## src/hw/rtl/cwlr_pkg.sv

```systemverilog
`timescale 1ns / 1ps

package cwlr_pkg;

   // Default build parameters
   localparam int DEF_FRACTION_BITS = 16;
   localparam int DEF_MAX_DIMENSION = 4096;

   // Fixed field widths
   localparam int COORD_W    = 32;
   localparam int COLOR_W    = 32;
   localparam int ADDR_W     = 25;
   localparam int POS_W      = 13;
   localparam int DIM_W      = 13;
   localparam int PITCH_W    = 14;
   localparam int WEIGHT_W   = 8;
   localparam int ACC_W      = 32;
   localparam int CSR_IDX_W  = 2;
   localparam int CSR_DATA_W = 14;

   // Result kinds
   localparam logic [1:0] KIND_PIXEL  = 2'd0;
   localparam logic [1:0] KIND_ACCEPT = 2'd1;
   localparam logic [1:0] KIND_REJECT = 2'd2;
   localparam logic [1:0] KIND_DONE   = 2'd3;

   // Request actions
   localparam logic ACTION_LOAD = 1'b0;
   localparam logic ACTION_STEP = 1'b1;

   // Register indexes
   localparam logic [CSR_IDX_W-1:0] CSR_WIDTH  = 2'd0;
   localparam logic [CSR_IDX_W-1:0] CSR_HEIGHT = 2'd1;
   localparam logic [CSR_IDX_W-1:0] CSR_PITCH  = 2'd2;

   // Register reset values
   localparam logic [DIM_W-1:0]   RST_WIDTH  = 13'd640;
   localparam logic [DIM_W-1:0]   RST_HEIGHT = 13'd480;
   localparam logic [PITCH_W-1:0] RST_PITCH  = 14'd640;

   typedef struct packed {
      logic                action;
      logic [COORD_W-1:0]  start_x;
      logic [COORD_W-1:0]  start_y;
      logic [COORD_W-1:0]  end_x;
      logic [COORD_W-1:0]  end_y;
      logic [COLOR_W-1:0]  line_color;
      logic                smooth;
   } req_type;

   typedef struct packed {
      logic [1:0]          kind;
      logic [ADDR_W-1:0]   pixel_address;
      logic [COLOR_W-1:0]  pixel_color;
      logic                blend;
      logic [WEIGHT_W-1:0] old_weight;
      logic                last;
   } rsp_type;

   // Build a marker result (accept, reject, done) with empty payload
   function automatic rsp_type make_mark(input logic [1:0] kind);
      rsp_type r;
      r               = '0;
      r.kind          = kind;
      r.last          = 1'b1;
      return r;
   endfunction

endpackage

```

## src/hw/rtl/clipped_wu_line_rasterizer_top.sv

```systemverilog
`timescale 1ns / 1ps

// Clipped line rasterizer with optional Wu anti-aliasing. A load request sets
// up a line from fixed-point endpoints, clips it to the box [1, size-2] and
// answers with one accept or reject result; a step request gives one plain
// pixel write, two weighted Wu pixels, or a done marker. After a step the
// block takes no new request until its last result has entered the single
// output register. A load runs through one shared multiply-divide unit of
// width W, the internal coordinate width (34 bits at the default parameters):
// up to four clip calls plus one slope call, fewer when the line is rejected
// early. The block accepts no request meanwhile.
module clipped_wu_line_rasterizer_top #(
   parameter int FRACTION_BITS = cwlr_pkg::DEF_FRACTION_BITS,
   parameter int MAX_DIMENSION = cwlr_pkg::DEF_MAX_DIMENSION
) (
   input  logic                                clock,
   input  logic                                reset,
   input  logic                                req_valid,
   output logic                                req_ready,
   input  cwlr_pkg::req_type                   req_data,
   output logic                                rsp_valid,
   input  logic                                rsp_ready,
   output cwlr_pkg::rsp_type                   rsp_data,
   input  logic                                csr_wr_en,
   input  logic [cwlr_pkg::CSR_IDX_W-1:0]      csr_index,
   input  logic [cwlr_pkg::CSR_DATA_W-1:0]     csr_wdata
);

   import cwlr_pkg::*;

   localparam int NEED_A = $clog2(MAX_DIMENSION) + FRACTION_BITS + 1;
   localparam int NEED_B = FRACTION_BITS + 14;
   localparam int NEED_C = (NEED_A > NEED_B) ? NEED_A : NEED_B;
   localparam int CW     = (NEED_C > COORD_W) ? NEED_C : COORD_W;
   localparam int DW     = CW + 2;
   localparam logic signed [DW-1:0] UNIT_C = DW'(1) << FRACTION_BITS;
   localparam logic [PITCH_W-1:0]   MAXD_C = PITCH_W'(MAX_DIMENSION);

   typedef enum logic [6:0] {
      S_IDLE       = 7'b0000001,
      S_CHECK      = 7'b0000010,
      S_CLIP       = 7'b0000100,
      S_CLIP_WAIT  = 7'b0001000,
      S_SLOPE      = 7'b0010000,
      S_SLOPE_WAIT = 7'b0100000,
      S_EMIT       = 7'b1000000
   } state_type;

   state_type               state_ff, state_in;
   logic [1:0]              pass_ff, pass_in;
   logic [3:0]              clip_pend_ff, clip_pend_in;
   logic signed [DW-1:0]    ax_ff, ax_in, ay_ff, ay_in, bx_ff, bx_in, by_ff, by_in;
   logic                    x_major_ff, x_major_in;
   logic                    smooth_mode_ff, smooth_mode_in;
   logic [COLOR_W-1:0]      stored_color_ff, stored_color_in;
   logic [POS_W-1:0]        major_position_ff, major_position_in;
   logic [POS_W-1:0]        major_end_ff, major_end_in;
   logic [ACC_W-1:0]        minor_acc_ff, minor_acc_in;
   logic [ACC_W-1:0]        minor_slope_ff, minor_slope_in;
   logic                    line_active_ff, line_active_in;
   rsp_type                 pend_ff, pend_in;
   rsp_type                 sec_ff, sec_in;
   logic                    second_ff, second_in;
   logic                    rsp_valid_ff, rsp_valid_in;
   rsp_type                 rsp_data_ff, rsp_data_in;
   logic [DIM_W-1:0]        width_ff, height_ff;
   logic [PITCH_W-1:0]      pitch_ff;

   // Clip box
   logic [PITCH_W-1:0]      w_eff, h_eff;
   logic                    box_empty;
   logic signed [DW-1:0]    mx, my;

   // Length and outcode check
   logic signed [DW-1:0]    dx, dy;
   logic [DW-1:0]           adx, ady, len;
   logic [3:0]              ca, cb;

   // Clip operand selection
   logic [1:0]              clip_idx;
   logic                    tgt_a, to_low, axis_x;
   logic signed [DW-1:0]    cm, cn, com, con, bound;

   // Slope setup
   logic signed [DW-1:0]    am0, an0, bm0, bn0, am, an, bm, bn;
   logic                    swap;

   // Shared unit
   logic                    mdu_start, mdu_done;
   logic signed [DW-1:0]    mdu_p, mdu_q, mdu_d, mdu_res;

   // Step arithmetic
   logic signed [ACC_W-1:0] acc_s, minor_full;
   logic [ADDR_W-1:0]       minor25, mul_a, step2, pix_addr;
   logic [ADDR_W+PITCH_W-1:0] prod_full;
   logic [WEIGHT_W-1:0]     fract;
   logic                    slot_free;

   assign w_eff     = ({1'b0, width_ff} > MAXD_C) ? MAXD_C : {1'b0, width_ff};
   assign h_eff     = ({1'b0, height_ff} > MAXD_C) ? MAXD_C : {1'b0, height_ff};
   assign box_empty = (w_eff < PITCH_W'(3)) || (h_eff < PITCH_W'(3));
   assign mx        = signed'((DW'(w_eff) - DW'(2)) << FRACTION_BITS);
   assign my        = signed'((DW'(h_eff) - DW'(2)) << FRACTION_BITS);

   assign dx  = bx_ff - ax_ff;
   assign dy  = by_ff - ay_ff;
   assign adx = dx[DW-1] ? DW'(-dx) : DW'(dx);
   assign ady = dy[DW-1] ? DW'(-dy) : DW'(dy);
   assign len = adx + ady;
   assign ca  = {ay_ff > my, ay_ff < UNIT_C, ax_ff > mx, ax_ff < UNIT_C};
   assign cb  = {by_ff > my, by_ff < UNIT_C, bx_ff > mx, bx_ff < UNIT_C};

   // Pick the first pending clip: a low, a high, b low, b high
   always_comb begin
      if (clip_pend_ff[0]) begin
         clip_idx = 2'd0;
      end else if (clip_pend_ff[1]) begin
         clip_idx = 2'd1;
      end else if (clip_pend_ff[2]) begin
         clip_idx = 2'd2;
      end else begin
         clip_idx = 2'd3;
      end
   end

   assign tgt_a  = ~clip_idx[1];
   assign to_low = ~clip_idx[0];
   assign axis_x = (pass_ff == 2'd0);

   always_comb begin
      if (axis_x) begin
         cm  = tgt_a ? ax_ff : bx_ff;
         cn  = tgt_a ? ay_ff : by_ff;
         com = tgt_a ? bx_ff : ax_ff;
         con = tgt_a ? by_ff : ay_ff;
      end else begin
         cm  = tgt_a ? ay_ff : by_ff;
         cn  = tgt_a ? ax_ff : bx_ff;
         com = tgt_a ? by_ff : ay_ff;
         con = tgt_a ? bx_ff : ax_ff;
      end
      bound = to_low ? UNIT_C : (axis_x ? mx : my);
   end

   // Order endpoints along the major axis
   assign am0  = x_major_ff ? ax_ff : ay_ff;
   assign an0  = x_major_ff ? ay_ff : ax_ff;
   assign bm0  = x_major_ff ? bx_ff : by_ff;
   assign bn0  = x_major_ff ? by_ff : bx_ff;
   assign swap = bm0 < am0;
   assign am   = swap ? bm0 : am0;
   assign an   = swap ? bn0 : an0;
   assign bm   = swap ? am0 : bm0;
   assign bn   = swap ? an0 : bn0;

   // Feed the shared unit: clip offset or slope
   always_comb begin
      mdu_start = 1'b0;
      mdu_p     = con - cn;
      mdu_q     = bound - cm;
      mdu_d     = com - cm;
      if (state_ff == S_SLOPE) begin
         mdu_start = 1'b1;
         mdu_p     = bn - an;
         mdu_q     = UNIT_C;
         mdu_d     = bm - am;
      end else if ((state_ff == S_CLIP) && (clip_pend_ff != 4'd0)) begin
         mdu_start = 1'b1;
      end
   end

   cwlr_mdu #(
      .OW (DW)
   ) u_mdu (
      .clock  (clock),
      .reset  (reset),
      .start  (mdu_start),
      .op_p   (mdu_p),
      .op_q   (mdu_q),
      .op_d   (mdu_d),
      .done   (mdu_done),
      .result (mdu_res)
   );

   // Pixel address and weight for the current step
   assign acc_s      = signed'(minor_acc_ff);
   assign minor_full = acc_s >>> FRACTION_BITS;
   assign minor25    = minor_full[ADDR_W-1:0];
   assign mul_a      = x_major_ff ? minor25 : ADDR_W'(major_position_ff);
   assign prod_full  = mul_a * pitch_ff;
   assign pix_addr   = prod_full[ADDR_W-1:0] +
                       (x_major_ff ? ADDR_W'(major_position_ff) : minor25);
   assign step2      = x_major_ff ? ADDR_W'(pitch_ff) : ADDR_W'(1);
   assign fract      = minor_acc_ff[FRACTION_BITS-1 -: WEIGHT_W];

   assign slot_free  = !rsp_valid_ff || rsp_ready;

   // Sequencer
   always_comb begin
      state_in          = state_ff;
      pass_in           = pass_ff;
      clip_pend_in      = clip_pend_ff;
      ax_in             = ax_ff;
      ay_in             = ay_ff;
      bx_in             = bx_ff;
      by_in             = by_ff;
      x_major_in        = x_major_ff;
      smooth_mode_in    = smooth_mode_ff;
      stored_color_in   = stored_color_ff;
      major_position_in = major_position_ff;
      major_end_in      = major_end_ff;
      minor_acc_in      = minor_acc_ff;
      minor_slope_in    = minor_slope_ff;
      line_active_in    = line_active_ff;
      pend_in           = pend_ff;
      sec_in            = sec_ff;
      second_in         = second_ff;
      rsp_valid_in      = rsp_valid_ff && !rsp_ready;
      rsp_data_in       = rsp_data_ff;
      case (state_ff)
         S_IDLE: begin
            if (req_valid) begin
               if (req_data.action == ACTION_LOAD) begin
                  line_active_in  = 1'b0;
                  ax_in           = DW'(signed'(req_data.start_x));
                  ay_in           = DW'(signed'(req_data.start_y));
                  bx_in           = DW'(signed'(req_data.end_x));
                  by_in           = DW'(signed'(req_data.end_y));
                  stored_color_in = req_data.line_color;
                  smooth_mode_in  = req_data.smooth;
                  pass_in         = 2'd0;
                  second_in       = 1'b0;
                  if (box_empty) begin
                     pend_in  = make_mark(KIND_REJECT);
                     state_in = S_EMIT;
                  end else begin
                     state_in = S_CHECK;
                  end
               end else if (!line_active_ff || (major_position_ff >= major_end_ff)) begin
                  line_active_in = 1'b0;
                  second_in      = 1'b0;
                  pend_in        = make_mark(KIND_DONE);
                  state_in       = S_EMIT;
               end else begin
                  pend_in.kind          = KIND_PIXEL;
                  pend_in.pixel_address = pix_addr;
                  sec_in.kind           = KIND_PIXEL;
                  sec_in.pixel_address  = pix_addr + step2;
                  sec_in.pixel_color    = {8'h00, stored_color_ff[23:0]};
                  sec_in.blend          = 1'b1;
                  sec_in.old_weight     = fract ^ 8'hff;
                  sec_in.last           = 1'b1;
                  if (smooth_mode_ff) begin
                     pend_in.pixel_color = {8'h00, stored_color_ff[23:0]};
                     pend_in.blend       = 1'b1;
                     pend_in.old_weight  = fract;
                     pend_in.last        = 1'b0;
                  end else begin
                     pend_in.pixel_color = stored_color_ff;
                     pend_in.blend       = 1'b0;
                     pend_in.old_weight  = '0;
                     pend_in.last        = 1'b1;
                  end
                  second_in         = smooth_mode_ff;
                  major_position_in = major_position_ff + 1'b1;
                  minor_acc_in      = minor_acc_ff + minor_slope_ff;
                  state_in          = S_EMIT;
               end
            end
         end
         S_CHECK: begin
            if (len < DW'(UNIT_C)) begin
               pend_in  = make_mark(KIND_REJECT);
               state_in = S_EMIT;
            end else if ((ca | cb) == 4'd0) begin
               x_major_in = adx > ady;
               state_in   = S_SLOPE;
            end else if (((ca & cb) != 4'd0) || (pass_ff == 2'd2)) begin
               pend_in  = make_mark(KIND_REJECT);
               state_in = S_EMIT;
            end else begin
               clip_pend_in = (pass_ff == 2'd0) ? {cb[1:0], ca[1:0]} : {cb[3:2], ca[3:2]};
               state_in     = S_CLIP;
            end
         end
         S_CLIP: begin
            if (clip_pend_ff == 4'd0) begin
               pass_in  = pass_ff + 1'b1;
               state_in = S_CHECK;
            end else begin
               state_in = S_CLIP_WAIT;
            end
         end
         S_CLIP_WAIT: begin
            if (mdu_done) begin
               if (axis_x && tgt_a) begin
                  ax_in = bound;
                  ay_in = ay_ff + mdu_res;
               end else if (axis_x) begin
                  bx_in = bound;
                  by_in = by_ff + mdu_res;
               end else if (tgt_a) begin
                  ay_in = bound;
                  ax_in = ax_ff + mdu_res;
               end else begin
                  by_in = bound;
                  bx_in = bx_ff + mdu_res;
               end
               clip_pend_in           = clip_pend_ff;
               clip_pend_in[clip_idx] = 1'b0;
               state_in               = S_CLIP;
            end
         end
         S_SLOPE: begin
            major_position_in = am[FRACTION_BITS +: POS_W];
            major_end_in      = bm[FRACTION_BITS +: POS_W];
            minor_acc_in      = an[ACC_W-1:0];
            state_in          = S_SLOPE_WAIT;
         end
         S_SLOPE_WAIT: begin
            if (mdu_done) begin
               minor_slope_in = mdu_res[ACC_W-1:0];
               line_active_in = 1'b1;
               pend_in        = make_mark(KIND_ACCEPT);
               state_in       = S_EMIT;
            end
         end
         S_EMIT: begin
            if (slot_free) begin
               rsp_valid_in = 1'b1;
               rsp_data_in  = pend_ff;
               if (second_ff) begin
                  pend_in   = sec_ff;
                  second_in = 1'b0;
               end else begin
                  state_in = S_IDLE;
               end
            end
         end
         default: begin
            state_in = S_IDLE;
         end
      endcase
   end

   // Control registers
   always_ff @(posedge clock) begin
      if (reset) begin
         state_ff          <= S_IDLE;
         pass_ff           <= '0;
         clip_pend_ff      <= '0;
         second_ff         <= 1'b0;
         rsp_valid_ff      <= 1'b0;
         line_active_ff    <= 1'b0;
         x_major_ff        <= 1'b0;
         smooth_mode_ff    <= 1'b0;
         stored_color_ff   <= '0;
         major_position_ff <= '0;
         major_end_ff      <= '0;
         minor_acc_ff      <= '0;
         minor_slope_ff    <= '0;
      end else begin
         state_ff          <= state_in;
         pass_ff           <= pass_in;
         clip_pend_ff      <= clip_pend_in;
         second_ff         <= second_in;
         rsp_valid_ff      <= rsp_valid_in;
         line_active_ff    <= line_active_in;
         x_major_ff        <= x_major_in;
         smooth_mode_ff    <= smooth_mode_in;
         stored_color_ff   <= stored_color_in;
         major_position_ff <= major_position_in;
         major_end_ff      <= major_end_in;
         minor_acc_ff      <= minor_acc_in;
         minor_slope_ff    <= minor_slope_in;
      end
      ax_ff       <= ax_in;
      ay_ff       <= ay_in;
      bx_ff       <= bx_in;
      by_ff       <= by_in;
      pend_ff     <= pend_in;
      sec_ff      <= sec_in;
      rsp_data_ff <= rsp_data_in;
   end

   // Configuration registers
   always_ff @(posedge clock) begin
      if (reset) begin
         width_ff  <= RST_WIDTH;
         height_ff <= RST_HEIGHT;
         pitch_ff  <= RST_PITCH;
      end else if (csr_wr_en) begin
         case (csr_index)
            CSR_WIDTH:  width_ff  <= csr_wdata[DIM_W-1:0];
            CSR_HEIGHT: height_ff <= csr_wdata[DIM_W-1:0];
            CSR_PITCH:  pitch_ff  <= csr_wdata;
            default: begin
               width_ff <= width_ff;
            end
         endcase
      end
   end

   assign req_ready = (state_ff == S_IDLE);
   assign rsp_valid = rsp_valid_ff;
   assign rsp_data  = rsp_data_ff;

`ifndef SYNTHESIS
   a_mdu_done_in_wait: assert property (@(posedge clock) disable iff (reset)
      mdu_done |-> ((state_ff == S_CLIP_WAIT) || (state_ff == S_SLOPE_WAIT)))
      else $error("divide result arrived outside a wait state");

   a_busy_after_request: assert property (@(posedge clock) disable iff (reset)
      (req_valid && req_ready) |=> (state_ff != S_IDLE))
      else $error("request accepted without leaving idle");

   a_second_only_smooth: assert property (@(posedge clock) disable iff (reset)
      second_ff |-> (smooth_mode_ff && (state_ff == S_EMIT)))
      else $error("second Wu pixel pending outside a smooth step");
`endif

endmodule

```

## src/hw/rtl/cwlr_mdu.sv

```systemverilog
`timescale 1ns / 1ps

// Iterative signed multiply-divide: result = p * q / d, truncated toward zero,
// zero when d is zero. Shift-add multiply, then restoring division of the
// double-width product.
module cwlr_mdu #(
   parameter int OW = 34
) (
   input  logic                 clock,
   input  logic                 reset,
   input  logic                 start,
   input  logic signed [OW-1:0] op_p,
   input  logic signed [OW-1:0] op_q,
   input  logic signed [OW-1:0] op_d,
   output logic                 done,
   output logic signed [OW-1:0] result
);

   localparam int CNT_W = $clog2(2 * OW);

   typedef enum logic [2:0] {
      M_IDLE = 3'b001,
      M_MUL  = 3'b010,
      M_DIV  = 3'b100
   } mstate_type;

   mstate_type          state_ff, state_in;
   logic [CNT_W-1:0]    cnt_ff, cnt_in;
   logic [2*OW-1:0]     mcand_ff, mcand_in;
   logic [OW-1:0]       mplier_ff, mplier_in;
   logic [2*OW-1:0]     prod_ff, prod_in;
   logic [OW-1:0]       div_ff, div_in;
   logic [OW-1:0]       rem_ff, rem_in;
   logic [OW-1:0]       quo_ff, quo_in;
   logic                neg_ff, neg_in;
   logic                zero_ff, zero_in;
   logic                done_ff, done_in;

   logic [OW-1:0]       abs_p, abs_q, abs_d;
   logic [OW:0]         rem_shift;
   logic                rem_ge;

   assign abs_p = op_p[OW-1] ? OW'(-op_p) : OW'(op_p);
   assign abs_q = op_q[OW-1] ? OW'(-op_q) : OW'(op_q);
   assign abs_d = op_d[OW-1] ? OW'(-op_d) : OW'(op_d);

   // Bring down the next dividend bit and trial-compare
   assign rem_shift = {rem_ff, prod_ff[2*OW-1]};
   assign rem_ge    = rem_shift >= {1'b0, div_ff};

   // Sequence multiply then divide
   always_comb begin
      state_in  = state_ff;
      cnt_in    = cnt_ff;
      mcand_in  = mcand_ff;
      mplier_in = mplier_ff;
      prod_in   = prod_ff;
      div_in    = div_ff;
      rem_in    = rem_ff;
      quo_in    = quo_ff;
      neg_in    = neg_ff;
      zero_in   = zero_ff;
      done_in   = 1'b0;
      case (state_ff)
         M_IDLE: begin
            if (start) begin
               mcand_in  = {{OW{1'b0}}, abs_p};
               mplier_in = abs_q;
               prod_in   = '0;
               div_in    = abs_d;
               neg_in    = op_p[OW-1] ^ op_q[OW-1] ^ op_d[OW-1];
               zero_in   = (op_d == '0);
               cnt_in    = '0;
               state_in  = M_MUL;
            end
         end
         M_MUL: begin
            if (mplier_ff[0]) begin
               prod_in = prod_ff + mcand_ff;
            end
            mcand_in  = mcand_ff << 1;
            mplier_in = mplier_ff >> 1;
            if (cnt_ff == CNT_W'(OW - 1)) begin
               cnt_in   = '0;
               rem_in   = '0;
               quo_in   = '0;
               state_in = M_DIV;
            end else begin
               cnt_in = cnt_ff + 1'b1;
            end
         end
         M_DIV: begin
            rem_in  = rem_ge ? OW'(rem_shift - {1'b0, div_ff}) : rem_shift[OW-1:0];
            quo_in  = {quo_ff[OW-2:0], rem_ge};
            prod_in = prod_ff << 1;
            if (cnt_ff == CNT_W'(2 * OW - 1)) begin
               done_in  = 1'b1;
               state_in = M_IDLE;
            end else begin
               cnt_in = cnt_ff + 1'b1;
            end
         end
         default: begin
            state_in = M_IDLE;
         end
      endcase
   end

   always_ff @(posedge clock) begin
      if (reset) begin
         state_ff <= M_IDLE;
         done_ff  <= 1'b0;
      end else begin
         state_ff <= state_in;
         done_ff  <= done_in;
      end
      cnt_ff    <= cnt_in;
      mcand_ff  <= mcand_in;
      mplier_ff <= mplier_in;
      prod_ff   <= prod_in;
      div_ff    <= div_in;
      rem_ff    <= rem_in;
      quo_ff    <= quo_in;
      neg_ff    <= neg_in;
      zero_ff   <= zero_in;
   end

   assign done   = done_ff;
   assign result = zero_ff ? '0 : (neg_ff ? -signed'(quo_ff) : signed'(quo_ff));

endmodule

```

## config.mk

```make
export PLATFORM = sky130hd
export DESIGN_NAME = clipped_wu_line_rasterizer_top
export DESIGN_NICKNAME = d
export VERILOG_FILES = /design/src/hw/rtl/cwlr_pkg.sv /design/src/hw/rtl/clipped_wu_line_rasterizer_top.sv /design/src/hw/rtl/cwlr_mdu.sv
export SDC_FILE = /design/constraint.sdc
export NUM_CORES = 2
export LEC_CHECK = 0
export ABC_AREA = 0
export BUFFER_PORTS_ARGS = -buffer_cell sky130_fd_sc_hd__clkbuf_2
export CORE_AREA = 10 10 487 489
export CTS_BUF_LIST = sky130_fd_sc_hd__clkbuf_8
export CTS_CLUSTER_DIAMETER = 40
export CTS_CLUSTER_SIZE = 40
export DETAILED_ROUTE_END_ITERATION = 6
export DIE_AREA = 0 0 497 499
export SLEW_MARGIN = 20
export SYNTH_ARGS = -nofsm -noshare
export SYNTH_HDL_FRONTEND = slang
export SYNTH_SLANG_ARGS = --single-unit
```

## constraint.sdc

```tcl
create_clock -name clock -period 26.1 [get_ports clock]
set_input_delay 2.61 -clock clock [delete_from_list [all_inputs] [get_ports clock]]
set_output_delay 2.61 -clock clock [all_outputs]
set_load 0.05 [all_outputs]
```

======== After elaboration in Yosys (flattened, before gate mapping) ========
Index checks and enable logic that the tools add are counted.
storage, ports and cells
  output and inout bits ................... 71
  register bits after elaboration ......... 796
  word-level logic and storage cells ...... 342
  bits of input ports ..................... 183
operators by class
  multipliers ............................. 1
  multiplexer cells ....................... 142
  bitwise gates (word level) .............. 12
  reduce and logical (&&, ||, !) cells .... 52
  add/sub/neg operators ................... 28
  equal/unequal tests ..................... 41
  magnitude comparators ................... 19
operator list
  operator                                                                        count
  34-bit 2-to-1 mux                                                               54
  69-bit 2-to-1 mux                                                               10
  34-bit one-hot mux with 2 select lines                                          7
  69-bit one-hot mux with 4 select lines                                          1
  34-bit subtractor                                                               8
  68-bit 2-to-1 mux                                                               3
  34-bit negation                                                                 6
  68-bit one-hot mux with 3 select lines                                          1
  34-bit adder                                                                    5
  34-bit by 30-bit > comparator with 1-bit output                                 4
  34-bit by 18-bit less-than comparator with 1-bit output, second input constant  4
  68-bit one-hot mux with 2 select lines                                          1
  32-bit 2-to-1 mux                                                               3
  7-bit 2-to-1 mux                                                                13
  68-bit adder                                                                    1
  13-bit 2-to-1 mux                                                               5
  32-bit one-hot mux with 2 select lines                                          1
  25-bit 2-to-1 mux                                                               2
  7-bit one-hot mux with 7 select lines                                           1
  42-bit 2-to-1 mux                                                               1
  35-bit by 34-bit >= comparator with 1-bit output                                1
  34-bit > comparator                                                             1
  34-bit logical NOT                                                              1
  34-bit by 17-bit less-than comparator with 1-bit output, second input constant  1
  65 further kinds                                                                160

======== Depth between registers and ports, before layout ========
  depth in word-level cells ............... 11
  depth in mapped cells ................... 45
  gate-level depth less buffers ........... 39

======== By module ========
Synthesis repeated with hierarchy kept, for this count alone.
unflattened totals
  cells, all modules ...................... 9271
  area total of the unflattened synthesis .. 80887.6 um^2
modules (own cells, without submodules)
  module                          area an instance (um^2)  cells an instance  sequential area each (um^2)  times used
  clipped_wu_line_rasterizer_top  61352.6                  7197               13543.0                      1
  cwlr_mdu                        19535.0                  2074               8518.2                       1

======== Least setup slack after synthesis ========
No wires, ideal clock.
  path kind ............................... reg2reg
  from .................................... register x_major_ff
  to ...................................... register u_mdu.mcand_ff[30] (data pin)
  setup time .............................. 0.270 ns
  stages on the path, launching flop included .. 43
  data required time ...................... 25.830 ns
  data arrival time ....................... 12.191 ns
  buffers on the path ..................... 15
  period minus slack after synthesis ...... 12.462 ns
  slack ................................... 13.638 ns
  path through ............................ dfxtp_1 -> clkbuf_1 -> buf_2 -> buf_2 -> buf_2 -> buf_1 -> clkbuf_1 -> buf_1 -> buf_1 -> clkbuf_1 -> clkbuf_1 -> mux2_2 -> ha_1 -> nand4_1 -> or4_4 -> or2_1 -> o22ai_2 -> nor3_1 -> [... 7 more ...] -> fa_1 -> a21o_1 -> a21oi_1 -> o21bai_1 -> a2111oi_0 -> o31ai_1 -> a21o_1 -> a21oi_1 -> xnor2_1 -> a21oi_1 -> nand4bb_1 -> or3b_2 -> or4b_1 -> nor2_1 -> nand4_1 -> o31ai_1 -> xnor2_1 -> a21oi_1
between the ends
  longest elaborated chain between the ends .. 9
  elaborated cells between the ends (all ways) .. 13
  classes of those cells .................. 2 x add/sub; 1 x order compare; 10 x mux
RTL lines
  what                                        line                                                                          text
  start: declaration                          clipped_wu_line_rasterizer_top.sv:53                                          logic x_major_ff, x_major_in;
  start signal: assignment                    clipped_wu_line_rasterizer_top.sv:369                                         x_major_ff <= x_major_in;
  34-bit 2-to-1 mux (on tied branches)        clipped_wu_line_rasterizer_top.sv:148, clipped_wu_line_rasterizer_top.sv:146
  34-bit less-than comparator                 clipped_wu_line_rasterizer_top.sv:150                                         assign swap = bm0 < am0;
  34-bit 2-to-1 mux (on tied branches)        clipped_wu_line_rasterizer_top.sv:154, clipped_wu_line_rasterizer_top.sv:152
  34-bit subtractor (*)                       clipped_wu_line_rasterizer_top.sv:164                                         mdu_p = bn - an;
  34-bit 2-to-1 mux (*)                       clipped_wu_line_rasterizer_top.sv:162                                         if (state_ff == S_SLOPE) begin
  34-bit negation                             cwlr_mdu.sv:43                                                                assign abs_p = op_p[OW-1] ? OW'(-op_p) : OW'(op_p);
  34-bit 2-to-1 mux (*)                       cwlr_mdu.sv:43
  68-bit 2-to-1 mux (*)                       cwlr_mdu.sv:66                                                                if (start) begin
  68-bit one-hot mux with 2 select lines (*)  cwlr_mdu.sv:64                                                                case (state_ff)
  net u_mdu.mcand_in[30]                      cwlr_mdu.sv:29                                                                logic [2*OW-1:0] mcand_ff, mcand_in;
  end signal: assignment                      cwlr_mdu.sv:118                                                               mcand_ff <= mcand_in;
  end: declaration                            cwlr_mdu.sv:29
Mark *: on every way through the listed nets, which the timed path passes. The rest lies on a longest branch. The select of a mux whose other input is x is not followed.
A chain may end at the register's enable or synchronous reset.

======== Final worst setup path ========
  from .................................... register x_major_ff
  to ...................................... register u_mdu.mcand_ff[31] (data pin)
The elaborated chain is that of the path after synthesis.

==> flow_summary_export.csv <==
group,metric,value,unit
run_status,status,"finished, final reports clean",
final_layout,nets,10400,
timing,setup_viol,0,
timing,finClkSkew,101,ps
timing,max-slew-margin-rel,12.9,%
power_and_ir_drop,vdd_drop_max,61.9,µV
synthesis,ys_types,112,
cts,htreeDepth,4,
setup_path,start_kind,"flop",
placement,dp_slack,14590,ps
placement,hpwl,241000,µm
synthesis,postSynth.asyncResetShare,0,%
synthesis,synth_top_cell_by_area,"edfxtp_1",
route,wl_per_cell,25.2,µm
cts,post_cts.repair.setup_buffers,0,
final_layout,area_growth,12.1,%
global_routing,grt_util_all_layers,24.0,%
power_and_ir_drop,combPwrFrac,40.0,%
cts,cts_sinks,796,
timing,grt_setup_unrepaired,"no",
die,initial_core_util,34.9,%
setup_path,cpPeakStageDelay,1040,ps
die,top_level_ports,254,
die,dieArea,248000,µm²
die,die_h,499,µm
route,routed_wl,313000,µm
synthesis,ys_ff_latch,796,
power_and_ir_drop,intPower,3.16,mW
die,row_count,175,
global_routing,grt_pass1_wl,456000,µm
synthesis,synth_edf_count,612,
global_routing,grt_antenna_before_repair,16,
final_layout,fill_cells,23000,
global_routing,overflow,0,
timing,worst_pin_slew,1290,ps
cts,cts_resized,0,
route,via_per_inst,5.79,
timing,worst_slack,14340,ps
cts,clk_pin_slew,60,ps
setup_path,crit_required,26850,ps
synthesis,synth_area_leaders,"edfxtp_1 (23%), ha_1 (11%), fa_1 (5.3%)",
setup_path,path_max_fanout,139,
synthesis,syn_inst,8979,
setup_path,crit_path_end_kind,"flop",
cts,clk_latency,1050,ps
power_and_ir_drop,p_per_area,59.1,nW/µm²
synthesis,yosys_warnings,0,
timing,tns,0,ps
power_and_ir_drop,p_switching,2.07,mW
setup_path,critPathKind,"flop to flop",
cts,clockBufferDepth,3,
final_layout,final_util,39.1,%
final_layout,drive_above_1_share,11.1,%
flow_run,drv_cap,0,
power_and_ir_drop,seqPwrFrac,28.6,%
power_and_ir_drop,clockPowerShare,31.4,%
die,die_x,497,µm
synthesis,synthesis.area,79100,µm²
timing,hold_violations,0,
placement,portBuffers,253,
placement,gp_congestion,0.996,
synthesis,synth.top_cell.area_share,23.2,%
timing,max_freq,85.1,MHz
timing,fin_crit,11760,ps
die,core_area,227000,µm²
cts,cts_hold_buf,0,
setup_path,worstPathArrival,12510,ps
power_and_ir_drop,power,5.24,mW
worst_hold_path,hold_path_class,"flop to flop",
synthesis,syn-mean-instance-area,8.81,µm²
cts,cts_buffers,175,
route,dr_total_vias,71900,
setup_path,slowest_stage,"a2111oi_0",
timing,drv_slew,0,
timing,fin_crit_sh,45.0,%
global_routing,grt_max_degree,140,
power_and_ir_drop,p_sw_share,39.6,%
power_and_ir_drop,p_leak,36.7,nW
global_routing,first_global_vias,70000,
synthesis,syn-num-nets,10100,
route,drtIter0Drc,7214,
cts,cts_tree,"built",
route,drt_pass1_iterations,7,
route,remaining_drc_errors,0,
route,postRouteAntennaNets,0,
cts,clockRootBuffer,"clkbuf_8",
synthesis,seq_area_frac_synth,27.9,%
synthesis,synthFlopType,"edfxtp_1",
==> stage by stage <==
stage | hold slack, ps | cells | instance area (µm²)
final | 410 | 12400 | 88600
after global routing | 402 | 12400 | 88600
after floorplan | 400 | 8979 | 79100
after global placement | 404 | 12100 | 84400
after CTS | 376 | 12400 | 88600
after detailed placement | 405 | 12100 | 84500
==> power by group through the flow <==
stage | sequential [mW] | combinational, mW | clock, mW
floorplan | 1.54 | 1.40 | 0
global placement | 1.52 | 2.03 | 0
detailed placement | 1.52 | 2.03 | 0
CTS | 1.50 | 2.05 | 1.67
global route | 1.50 | 2.27 | 1.73
finish | 1.50 | 2.10 | 1.64
==> cell usage after synthesis, types with 87 or more instances <==
master       n
nand2_1   1044
a21o_1     209
nand3_1    152
a22o_1     102
dfxtp_1    184
mux2i_1    283
nand2b_1   111
nor3_1     157
fa_1       209
inv_1      653
mux4_2     113
xnor2_1    415
o21ai_0    528
nor2b_1    104
xor2_1     286
and2_1     150
a21oi_1    685
edfxtp_1   612
clkbuf_1   286
ha_1       715
nor2_1     620
or3_1       87
and3_1     114
==> final cells by class <==
class | instances | area, µm² | area share (%)
inverter | 654 | 2460 | 2.78
timing repair buffer | 452 | 2860 | 3.22
sequential | 796 | 22100 | 24.9
clock inverter | 142 | 1570 | 1.77
multi-input combinational | 7177 | 53400 | 60.2
tap | 3009 | 3760 | 4.25
clock buffer | 185 | 2550 | 2.87
antenna | 5 | 12.5 | 0.0141
==> routing by layer <==
layer	wire (µm)	GRT usage, %	vias up
met5	27	0	-
met4	16900	11.5	4
met3	29900	5.37	688
met2	131000	36.1	3383
met1	135000	32.6	35000
li1	-	-	32900
==> flip-flops by register name, summed over array words and instances (netlist names), 32 cells and up <==
| signal | flops |
|---|---|
| u_mdu.rem_ff | 34 |
| by_ff | 34 |
| ax_ff | 34 |
| stored_color_ff | 32 |
| u_mdu.quo_ff | 34 |
| u_mdu.div_ff | 34 |
| bx_ff | 34 |
| ay_ff | 34 |
| acc_s | 32 |
| pend_ff | 69 |
| sec_ff | 57 |
| u_mdu.mcand_ff | 68 |
| minor_slope_ff | 32 |
| u_mdu.prod_ff | 68 |
| rsp_data | 69 |
| u_mdu.mplier_ff | 34 |
==> critical path: cells and delay by family (launching register included) <==
family	cells	cell delay [ps]
AOI/OAI and AO/OA	14	4940
xor gates and xnor gates	2	280
adders and majority gates	2	1110
buffers and inverters	1	600
DFF	1	770
muxes	4	1530
and+or+nand+nor	6	1900
==> logic make-up after synthesis <==
family          share of synthesized area [%]
fa+ha+maj                                16.6
simple gates                             16.8
flops                                    27.9
compound gates                           18.4
buf+inv                                  4.83
mux                                      7.74
xor+xnor                                 7.77
==> worst paths after layout <==
| check | slack, ps | end | from | depth (start not counted) |
|---|---|---|---|---|
| worst min register to register | 410 | rsp_data[64] | pend_ff[64] | 0 |
| worst min-delay path | 410 | rsp_data[64] | pend_ff[64] | 0 |
| worst max-delay path | 14340 | u_mdu.mcand_ff[31] | x_major_ff | 29 |
| worst max register to register | 14340 | u_mdu.mcand_ff[31] | x_major_ff | 29 |
==> layout by cell type, fill, tap and decap left out, drive strengths merged, types with 80 or more instances in the layout <==
master,instances
nand2,1045
o21ai,547
fa,209
or3,87
a22o,102
dfxtp,184
nor3,158
o21bai,86
clkbuf,437
mux2i,284
xor2,286
a21o,209
inv,697
mux4,113
a21oi,686
ha,715
nand3,153
a211oi,83
xnor2,415
buf,200
nor2b,104
o21a,80
edfxtp,612
and3,114
nor2,622
and2,151
nand2b,111
Power figures use the tool's default switching activity.
